[src/hw/rtl/sbod_pkg.sv]
// Spectrum band onset detector: shared types, constants and helpers.
// No dependencies; imported by every module of the block except sbod_ram.
`default_nettype none
package sbod_pkg;
	localparam int BIN_COUNT_DEF = 64;
	localparam int SQRT_STEPS    = 16;
	localparam int CFG_IDX_W     = 3;
	localparam int CFG_DATA_W    = 15;
	localparam int POS_MAX_W     = 9;

	localparam logic [14:0] RELEASE_RST = 15'd4250;
	localparam logic [14:0] FOLLOW_RST  = 15'd1092;
	localparam logic [1:0]  BAND_RST    = 2'd1;
	localparam logic [14:0] STEP_RST    = 15'd3277;
	localparam logic [7:0]  LOCKOUT_RST = 8'd8;

	localparam logic [14:0] Q15_MAX = 15'h7fff;

	typedef enum logic [CFG_IDX_W-1:0] {
		CFG_RELEASE = 3'd0,
		CFG_FOLLOW  = 3'd1,
		CFG_BAND    = 3'd2,
		CFG_STEP    = 3'd3,
		CFG_LOCKOUT = 3'd4
	} cfg_idx_t;

	typedef enum logic [1:0] {
		BAND_FULL = 2'd0,
		BAND_LOW  = 2'd1,
		BAND_MID  = 2'd2,
		BAND_HIGH = 2'd3
	} band_t;

	typedef enum logic [2:0] {
		ST_IDLE,
		ST_SQRT,
		ST_ENV,
		ST_WB,
		ST_DINIT,
		ST_DIV,
		ST_FOLLOW,
		ST_FIN
	} state_t;

	typedef struct packed {
		logic load;
		logic sqrt_step;
		logic env_mul;
		logic env_wb;
		logic div_start;
		logic div_step;
		logic follow_mul;
		logic finish;
	} cmd_t;

	typedef struct packed {
		logic pos_ok;
		logic out_full;
	} status_t;

	// bin range test; full band covers every stored bin
	function automatic logic in_band(input logic [1:0] sel, input logic [POS_MAX_W-1:0] pos);
		logic r;
		r = 1'b0;
		unique case (band_t'(sel))
			BAND_FULL: r = 1'b1;
			BAND_LOW:  r = (pos <= 9'd7);
			BAND_MID:  r = (pos >= 9'd8) && (pos <= 9'd27);
			BAND_HIGH: r = (pos >= 9'd28) && (pos <= 9'd63);
			default:   r = 1'b0;
		endcase
		return r;
	endfunction
endpackage
`default_nettype wire

[src/hw/rtl/spectrum_band_onset_detector.sv]
// Spectrum band onset detector, top level.
// Input stream: s_tdata[15:0] = signed Q0.15 bin magnitude, s_tlast marks
// the last bin of a frame. One result per frame on the output stream.
// Config: write cfg_data to register cfg_index while cfg_we is high
// (0 release, 1 follow, 2 band select, 3 onset step, 4 lockout frames).
// Each bin goes from the accept cycle through the bit-serial square root,
// envelope multiply and envelope write-back before the next transfer.
// Bins past BIN_COUNT are accepted and dropped. The final bin then runs the
// restoring division of the SUM_W-bit band sum (SUM_W = 15 + clog2(BIN_COUNT+1),
// 22 at 64 bins), then the slow-average multiply and onset decision, after which
// the result sits in the output register.
// The output register lets the next frame start while a result waits;
// a frame end finding the register still full waits until it drains.
// Reset clears all envelopes (per-bin valid flags), the slow average and
// arms the onset detector; config registers return to their defaults.
`default_nettype none
module spectrum_band_onset_detector import sbod_pkg::*; #(
	parameter int BIN_COUNT = BIN_COUNT_DEF
) (
	input  wire logic                  clk,
	input  wire logic                  arst_n,
	input  wire logic                  cfg_we,
	input  wire logic [CFG_IDX_W-1:0]  cfg_index,
	input  wire logic [CFG_DATA_W-1:0] cfg_data,
	input  wire logic                  s_tvalid,
	output logic                       s_tready,
	input  wire logic [15:0]           s_tdata,  // magnitude[15:0]
	input  wire logic                  s_tlast,
	output logic                       m_tvalid,
	input  wire logic                  m_tready,
	// band_level[14:0], onset[15], excess[31:16], onset_strength[46:32], pad[47]
	output logic [47:0]                m_tdata
);
	cmd_t    cmd;
	status_t status;

	sbod_ctrl #(.BIN_COUNT(BIN_COUNT)) u_ctrl (
		.clk      (clk),
		.arst_n   (arst_n),
		.s_tvalid (s_tvalid),
		.s_tlast  (s_tlast),
		.s_tready (s_tready),
		.status   (status),
		.cmd      (cmd)
	);

	sbod_dp #(.BIN_COUNT(BIN_COUNT)) u_dp (
		.clk       (clk),
		.arst_n    (arst_n),
		.cfg_we    (cfg_we),
		.cfg_index (cfg_index),
		.cfg_data  (cfg_data),
		.s_data    (s_tdata),
		.cmd       (cmd),
		.status    (status),
		.m_tvalid  (m_tvalid),
		.m_tready  (m_tready),
		.m_tdata   (m_tdata)
	);

`ifndef NO_ASSERTIONS
	a_rise_after_finish: assert property (@(posedge clk) disable iff (!arst_n)
		$rose(m_tvalid) |-> $past(cmd.finish))
		else $error("result appeared without a finish step");
	a_no_accept_in_finish: assert property (@(posedge clk) disable iff (!arst_n)
		cmd.finish |-> !s_tready)
		else $error("input accepted during frame finish");
	a_onset_positive: assert property (@(posedge clk) disable iff (!arst_n)
		(m_tvalid && m_tdata[15]) |-> (!m_tdata[31] && (m_tdata[46:32] != 15'd0)))
		else $error("onset with non-positive excess or zero strength");
`endif
endmodule
`default_nettype wire

[src/hw/rtl/sbod_ram.sv]
// Generic single-write, single-read RAM with registered read data.
// No dependencies.
`default_nettype none
module sbod_ram #(
	parameter int WIDTH = 15,
	parameter int DEPTH = 64
) (
	input  wire logic                     clk,
	input  wire logic                     we,
	input  wire logic [$clog2(DEPTH)-1:0] waddr,
	input  wire logic [WIDTH-1:0]         wdata,
	input  wire logic                     re,
	input  wire logic [$clog2(DEPTH)-1:0] raddr,
	output logic      [WIDTH-1:0]         rdata
);
	logic [WIDTH-1:0] mem_q [DEPTH];

	always_ff @(posedge clk) begin
		if (we) begin
			mem_q[waddr] <= wdata;
		end
		if (re) begin
			rdata <= mem_q[raddr];
		end
	end
endmodule
`default_nettype wire

[src/hw/rtl/sbod_ctrl.sv]
// Sequencer for the onset detector: steps sqrt, envelope, divide, follow.
// Depends on sbod_pkg.
`default_nettype none
module sbod_ctrl import sbod_pkg::*; #(
	parameter int BIN_COUNT = BIN_COUNT_DEF
) (
	input  wire logic    clk,
	input  wire logic    arst_n,
	input  wire logic    s_tvalid,
	input  wire logic    s_tlast,
	output logic         s_tready,
	input  wire status_t status,
	output cmd_t         cmd
);
	localparam int SUM_W = 15 + $clog2(BIN_COUNT + 1);
	localparam int CNT_W = $clog2(SUM_W);

	state_t           state_q, state_d;
	logic [CNT_W-1:0] cnt_q;
	logic             last_q;
	logic             fire;

	assign fire = s_tvalid && s_tready;

	always_comb begin
		state_d = state_q;
		unique case (state_q)
			ST_IDLE: begin
				if (fire) begin
					if (status.pos_ok) state_d = ST_SQRT;
					else if (s_tlast) state_d = ST_DINIT;
				end
			end
			ST_SQRT: begin
				if (cnt_q == CNT_W'(SQRT_STEPS - 1)) state_d = ST_ENV;
			end
			ST_ENV:  state_d = ST_WB;
			ST_WB:   state_d = last_q ? ST_DINIT : ST_IDLE;
			ST_DINIT: state_d = ST_DIV;
			ST_DIV: begin
				if (cnt_q == CNT_W'(SUM_W - 1)) state_d = ST_FOLLOW;
			end
			ST_FOLLOW: state_d = ST_FIN;
			ST_FIN: begin
				if (!status.out_full) state_d = ST_IDLE;
			end
			default: state_d = ST_IDLE;
		endcase
	end

	always_comb begin
		cmd        = '0;
		s_tready   = 1'b0;
		unique case (state_q)
			ST_IDLE: begin
				s_tready = 1'b1;
				cmd.load = fire;
			end
			ST_SQRT:   cmd.sqrt_step  = 1'b1;
			ST_ENV:    cmd.env_mul    = 1'b1;
			ST_WB:     cmd.env_wb     = 1'b1;
			ST_DINIT:  cmd.div_start  = 1'b1;
			ST_DIV:    cmd.div_step   = 1'b1;
			ST_FOLLOW: cmd.follow_mul = 1'b1;
			ST_FIN:    cmd.finish     = !status.out_full;
			default:   cmd = '0;
		endcase
	end

	always_ff @(posedge clk or negedge arst_n) begin
		if (!arst_n) begin
			state_q <= ST_IDLE;
			cnt_q   <= '0;
			last_q  <= 1'b0;
		end else begin
			state_q <= state_d;
			if (fire) last_q <= s_tlast;
			if (state_d != state_q) cnt_q <= '0;
			else cnt_q <= cnt_q + 1'b1;
		end
	end
endmodule
`default_nettype wire

[src/hw/rtl/sbod_dp.sv]
// Datapath: config registers, sqrt unit, envelope store, band accumulator,
// restoring divider, slow average, onset logic and output register. Uses sbod_pkg, sbod_ram.
`default_nettype none
module sbod_dp import sbod_pkg::*; #(
	parameter int BIN_COUNT = BIN_COUNT_DEF
) (
	input  wire logic                  clk,
	input  wire logic                  arst_n,
	input  wire logic                  cfg_we,
	input  wire logic [CFG_IDX_W-1:0]  cfg_index,
	input  wire logic [CFG_DATA_W-1:0] cfg_data,
	input  wire logic [15:0]           s_data,
	input  wire cmd_t                  cmd,
	output status_t                    status,
	output logic                       m_tvalid,
	input  wire logic                  m_tready,
	output logic [47:0]                m_tdata
);
	localparam int ADDR_W = $clog2(BIN_COUNT);
	localparam int POS_W  = $clog2(BIN_COUNT + 1);
	localparam int SUM_W  = 15 + POS_W;

	logic [14:0] release_q, follow_q, step_q;
	logic [1:0]  band_q;
	logic [7:0]  lockout_q;

	logic [POS_W-1:0]     pos_q, cnt_q;
	logic [SUM_W-1:0]     sum_q, dvd_q;
	logic [POS_W-1:0]     drem_q;
	logic [BIN_COUNT-1:0] vld_q;
	logic                 env_vld_q, ge_q;
	logic [30:0]          rem_q, res_q, bit_q;
	logic [29:0]          prod_q;
	logic [14:0]          level_q, ram_rdata, env_cur, root, env_new;
	logic signed [32:0]   fprod_q;
	logic signed [15:0]   slow_q, prev_q;
	logic [7:0]           fso_q;
	logic [47:0]          out_q;
	logic                 out_vld_q;

	// config
	always_ff @(posedge clk or negedge arst_n) begin
		if (!arst_n) begin
			release_q <= RELEASE_RST;
			follow_q  <= FOLLOW_RST;
			band_q    <= BAND_RST;
			step_q    <= STEP_RST;
			lockout_q <= LOCKOUT_RST;
		end else if (cfg_we) begin
			unique case (cfg_index)
				CFG_RELEASE: release_q <= cfg_data;
				CFG_FOLLOW:  follow_q  <= cfg_data;
				CFG_BAND:    band_q    <= cfg_data[1:0];
				CFG_STEP:    step_q    <= cfg_data;
				CFG_LOCKOUT: lockout_q <= cfg_data[7:0];
				default: ;
			endcase
		end
	end

	assign status.pos_ok   = pos_q < POS_W'(BIN_COUNT);
	assign status.out_full = out_vld_q && !m_tready;

	// sqrt step (one result bit per cycle)
	logic [30:0] trial;
	assign trial = res_q + bit_q;

	assign env_cur = env_vld_q ? ram_rdata : 15'd0;
	assign root    = res_q[14:0];

	logic [29:0] prod_rnd;
	assign prod_rnd = prod_q + 30'd16384;
	assign env_new  = ge_q ? root : env_cur - prod_rnd[29:15];

	sbod_ram #(.WIDTH(15), .DEPTH(BIN_COUNT)) u_env_ram (
		.clk   (clk),
		.we    (cmd.env_wb),
		.waddr (pos_q[ADDR_W-1:0]),
		.wdata (env_new),
		.re    (cmd.load),
		.raddr (pos_q[ADDR_W-1:0]),
		.rdata (ram_rdata)
	);

	// divider trial
	logic [POS_W:0] dtrial;
	logic           dge;
	assign dtrial = {drem_q, dvd_q[SUM_W-1]};
	assign dge    = dtrial >= {1'b0, cnt_q};

	// follow / onset
	logic [14:0]        level_d;
	logic signed [16:0] delta;
	logic signed [32:0] frnd;
	logic signed [16:0] slow_new, excess;
	logic [7:0]         fso_inc;
	logic               crossed, onset;
	logic [17:0]        s4;
	logic [14:0]        strength;

	assign level_d  = (cnt_q == '0) ? 15'd0 :
		((dvd_q > SUM_W'(Q15_MAX)) ? Q15_MAX : dvd_q[14:0]);
	// level_q loads in the same cycle, so the difference uses the fresh quotient
	assign delta    = $signed({2'b00, level_d}) - $signed({slow_q[15], slow_q});
	assign frnd     = (fprod_q + 33'sd16384) >>> 15;
	assign slow_new = $signed({slow_q[15], slow_q}) + frnd[16:0];
	assign excess   = $signed({2'b00, level_q}) - slow_new;
	assign fso_inc  = (fso_q == 8'hff) ? fso_q : fso_q + 8'd1;
	assign crossed  = ($signed(excess[15:0]) > $signed({1'b0, step_q}))
		&& ($signed(prev_q) <= $signed({1'b0, step_q}));
	assign onset    = crossed && (fso_inc >= lockout_q);
	assign s4       = {excess[15:0], 2'b00};
	assign strength = !onset ? 15'd0 : ((s4 > 18'(Q15_MAX)) ? Q15_MAX : s4[14:0]);

	always_ff @(posedge clk) begin
		if (cmd.load) begin
			rem_q     <= {1'b0, (s_data[15] ? 15'd0 : s_data[14:0]), 15'd0};
			res_q     <= '0;
			bit_q     <= 31'h4000_0000;
			env_vld_q <= vld_q[pos_q[ADDR_W-1:0]];
		end
		if (cmd.sqrt_step) begin
			if (rem_q >= trial) begin
				rem_q <= rem_q - trial;
				res_q <= (res_q >> 1) + bit_q;
			end else begin
				res_q <= res_q >> 1;
			end
			bit_q <= bit_q >> 2;
		end
		if (cmd.env_mul) begin
			ge_q   <= root >= env_cur;
			prod_q <= (env_cur - root) * release_q;
		end
		if (cmd.div_start) begin
			dvd_q  <= sum_q;
			drem_q <= '0;
		end
		if (cmd.div_step) begin
			drem_q <= dge ? POS_W'(dtrial - {1'b0, cnt_q}) : dtrial[POS_W-1:0];
			dvd_q  <= {dvd_q[SUM_W-2:0], dge};
		end
		if (cmd.follow_mul) begin
			level_q <= level_d;
		end
		if (cmd.follow_mul) begin
			fprod_q <= 33'(delta * $signed({1'b0, follow_q}));
		end
		if (cmd.finish) begin
			out_q <= {1'b0, strength, excess[15:0], onset, level_q};
		end
	end

	always_ff @(posedge clk or negedge arst_n) begin
		if (!arst_n) begin
			pos_q     <= '0;
			sum_q     <= '0;
			cnt_q     <= '0;
			vld_q     <= '0;
			slow_q    <= '0;
			prev_q    <= '0;
			fso_q     <= 8'hff;
			out_vld_q <= 1'b0;
		end else begin
			if (cmd.env_wb) begin
				vld_q[pos_q[ADDR_W-1:0]] <= 1'b1;
				pos_q <= pos_q + 1'b1;
				if (in_band(band_q, POS_MAX_W'(pos_q))) begin
					sum_q <= sum_q + SUM_W'(env_new);
					cnt_q <= cnt_q + 1'b1;
				end
			end
			if (cmd.finish) begin
				slow_q    <= slow_new[15:0];
				prev_q    <= excess[15:0];
				fso_q     <= onset ? 8'd0 : fso_inc;
				out_vld_q <= 1'b1;
				pos_q     <= '0;
				sum_q     <= '0;
				cnt_q     <= '0;
			end else if (out_vld_q && m_tready) begin
				out_vld_q <= 1'b0;
			end
		end
	end

	assign m_tvalid = out_vld_q;
	assign m_tdata  = out_q;
endmodule
`default_nettype wire

[config.mk]
export PLATFORM = sky130hd
export DESIGN_NAME = spectrum_band_onset_detector
export DESIGN_NICKNAME = d
export VERILOG_FILES = /design/src/hw/rtl/sbod_pkg.sv /design/src/hw/rtl/spectrum_band_onset_detector.sv /design/src/hw/rtl/sbod_ram.sv /design/src/hw/rtl/sbod_ctrl.sv /design/src/hw/rtl/sbod_dp.sv
export SDC_FILE = /design/constraint.sdc
export NUM_CORES = 2
export LEC_CHECK = 0
export ABC_AREA = 0
export BUFFER_PORTS_ARGS = -buffer_cell sky130_fd_sc_hd__buf_2
export CAP_MARGIN = 20
export CORE_ASPECT_RATIO = 1.1
export CORE_MARGIN = 4
export CORE_UTILIZATION = 40
export CTS_CLUSTER_DIAMETER = 150
export DETAILED_ROUTE_END_ITERATION = 10
export PLACE_DENSITY = 0.64
export SLEW_MARGIN = 30
export SYNTH_ARGS = -nofsm -noshare
export SYNTH_HDL_FRONTEND = slang
export SYNTH_HIERARCHICAL = 1
export SYNTH_SLANG_ARGS = --single-unit
export TNS_END_PERCENT = 30
[constraint.sdc]
create_clock -name clk -period 16.8 [get_ports clk]
set_input_delay 0.84 -clock clk [delete_from_list [all_inputs] [get_ports clk]]
set_output_delay 0.84 -clock clk [all_outputs]
set_load 0.005 [all_outputs]
==> summary.txt <==
Die
  – Core area: 0.200 mm²
  – Initial core utilization: 0.403
  – Die Height: 479 µm
  – Io pins: 90
  – Row count: 172
  – Die Wd: 436 µm
  – Die area: 0.209 mm²

Synth
  – Number of library cell types mapped by synthesis: 93
  – Top FF cell, synth: edfxtp_1
  – Synth async-reset ratio: 0.148
  – Number of synthesized flops with an enable pin: 1,146
  – Mapped Area: 0.0808 mm²
  – Post-Synthesis Cells: 6,152
  – Seq/Total Area, Yosys: 0.498
  – Synth Warn #: 6
  – Total nets after synthesis: 7,036
  – Syn avg cell area: 13.1 µm²
  – #FFs+latches synth: 1,383

Critical path
  – Critical path arrival: 10.86 ns
  – WS Path Type: reg2reg
  – Max Fanout on Critical Path: 15
  – Startpoint class of the critical path: flip-flop
  – Required time worst endpoint: 17.32 ns
  – Most used cell along the critical path: fa_1
  – Crit. End Element: flip-flop
  – Crit path largest cell delay: 0.82 ns
  – Critical path's slowest cell: a21oi_2

Detailed routing
  – Routed vias: 49,300
  – Post-DR wirelength/cell: 21.4 µm
  – Avg Vias per Cell: 5.43
  – Initial DRT Pass Iterations: 5
  – DRC: 0
  – First DRT Iteration DRCs: 3,596
  – ANT nets after route: 0
  – Routed wire length: 194,000 µm

Global routing
  – Vias in the first global route: 51,700
  – Initial antenna violation count: 6
  – Pin count of the biggest net entering global routing: 98
  – Total congestion overflow: 0
  – Wire length of the first global-routing pass: 304,000 µm
  – Total GRT Usage: 0.186

Timing
  – Post-layout min period: 10.35 ns
  – RSZ-0062 raised after global routing: no
  – Worst slew pin tran: 1.04 ns
  – Period utilization: 0.616
  – # setup viols final: 0
  – Slew HR: 0.307
  – Worst Skew: 0.0884 ns
  – Hold Fails Final Rpt: 0
  – Fmax: 96.7 MHz
  – Pins Over Slew Limit: 0
  – Setup ws final: 6.45 ns
  – Final setup TNS: 0 ns

Clock network
  – Post-cts resize count: 0
  – Count of hold-fix buffers inserted at cts: 0
  – TritonCTS Sinks: 1,383
  – H-tree levels: 4
  – Clk slew on worst S/H paths: 0.06 ns
  – Clock Tree Buf Depth: 3
  – # Post-CTS Setup Buffers: 0
  – CTS root buf: clkbuf_16
  – TritonCTS clock tree: done
  – Num CTS Buffers: 144
  – Clk_lat worst skew: 0.80 ns

Final layout
  – Final Net Count: 7,140
  – Share of cells above drive strength 1: 0.147
  – Area growth syn-to-layout: 11.1%
  – Fillers: 17,900

Min path
  – Hold/Removal Path Class: in2async

Run status
  – Status: finished clean

Placed design
  – Setup WS pre-CTS: 6.55 ns
  – IO buf count: 88
  – DP HPWL: 130,000 µm
  – Routability cong.: 0.855

Job
  – Max cap viols: 0
## flip-flops by register name, indices dropped and copies added, names as in the netlist, 16 cells and up
name                  cells
u_dp/u_env_ram/mem_q    960
u_dp/res_q               31
u_dp/vld_q               64
u_dp/prev_q              16
u_dp/rem_q               31
u_dp/sum_q               22
u_dp/slow_q              16
u_dp/bit_q               16
u_dp/prod_q              16
u_dp/m_tdata             46
u_dp/fprod_q             17
u_dp/dvd_q               22
## synthesized netlist by cell type, drive strengths merged (84+ instances only)
library cell / count / share of area
a21o: 120 / 0.011
a21oi: 184 / 0.011
and2: 252 / 0.020
buf: 84 / 0.0057
clkbuf: 192 / 0.0089
dfrtp: 180 / 0.056
edfxtp: 1146 / 0.43
fa: 483 / 0.12
ha: 361 / 0.056
inv: 698 / 0.032
mux2: 117 / 0.016
mux4: 246 / 0.069
nand2: 464 / 0.022
nand3: 119 / 0.0074
nor2: 257 / 0.012
o21ai: 156 / 0.0097
xnor2: 180 / 0.020
xor2: 92 / 0.010
## cell usage in the layout, fill, tap and decap left out, types with 37 or more instances in the layout
cell       instances
mux2i_1           60
buf_4            141
buf_2             87
inv_1            696
a21o_1           120
edfxtp_1        1146
a21oi_1          177
nand3_1          118
o21ai_0          126
nand2_1          463
clkbuf_16        147
o21a_1            40
fa_1             483
a31oi_1           37
ha_1             361
xnor2_1          174
nor2_1           247
nand2b_1          43
nor3_1            56
dfrtp_1          174
mux4_2           246
and2_1           250
xor2_1            90
nor2b_1           68
mux2_2           117
## worst max-delay path: cells and delay by family, from the launching register on
family	cells	cell delay [ns]
flip-flops	1	0.44
buffers and inverters	4	0.24
adder cells (fa/ha/maj)	10	3.99
AO/OA/AOI/OAI	13	3.90
AND/OR/NAND/NOR	7	1.42
XOR/XNOR	1	0.07
## metal layers
metal | share of wire | GRT usage | wire, µm
met5 | 0 | 0 | 0
met4 | 0.031 | 0.0592 | 6000
met3 | 0.059 | 0.0292 | 11500
met2 | 0.49 | 0.309 | 94400
met1 | 0.42 | 0.251 | 82200
## layout make-up
class	count	area [µm²]	share of cell area
flip-flops and latches	1383	40200	0.448
multi-input cells	3794	37200	0.414
clock buffers	179	3900	0.0434
well taps	2697	3370	0.0376
inverters	699	2620	0.0292
repair buffers	234	1580	0.0176
clock inverters	82	886	0.00987
diodes	3	7.51	0.0000836
## cells by family after synthesis
family,after synthesis,share of synthesized area
XOR/XNOR,272,0.0295
AND/OR/NAND/NOR,1423,0.0869
buffers and inverters,975,0.0471
adder cells (fa/ha/maj),844,0.176
other,1,0.0000464
AO/OA/AOI/OAI,831,0.0705
multiplexers,423,0.0923
flip-flops,1383,0.498
## through the flow
stage	cells	utilization	hold WS (ns)	area (µm²)
2_1_floorplan	6152	-	0.414	80800
3_3_place_gp	8806	0.424	0.427	84900
3_5_place_dp	8806	0.424	0.433	84900
4_1_cts	9067	0.448	0.0280	89700
5_1_grt	9070	0.448	0.0645	89800
6_report	9071	0.448	0.0625	89800
## worst paths after layout
check	depth (start not counted)	slack, ns	from	endpoint
min in group clk	3	0.34	s_tvalid	u_ctrl/state_q[0]
setup reg to reg	35	6.45	u_dp/cnt_q[1]	u_dp/fprod_q[25]
max in group asynchronous	2	15.34	arst_n	u_dp/pos_q[2]
hold reg to reg	2	0.44	u_dp/vld_q[17]	u_dp/vld_q[17]
setup / recovery	35	6.45	u_dp/cnt_q[1]	u_dp/fprod_q[25]
hold / removal	1	0.06	arst_n	u_dp/follow_q[1]
Power is not shown: default switching activity piles up to over one toggle a cycle in this logic, so the estimate is an artifact.
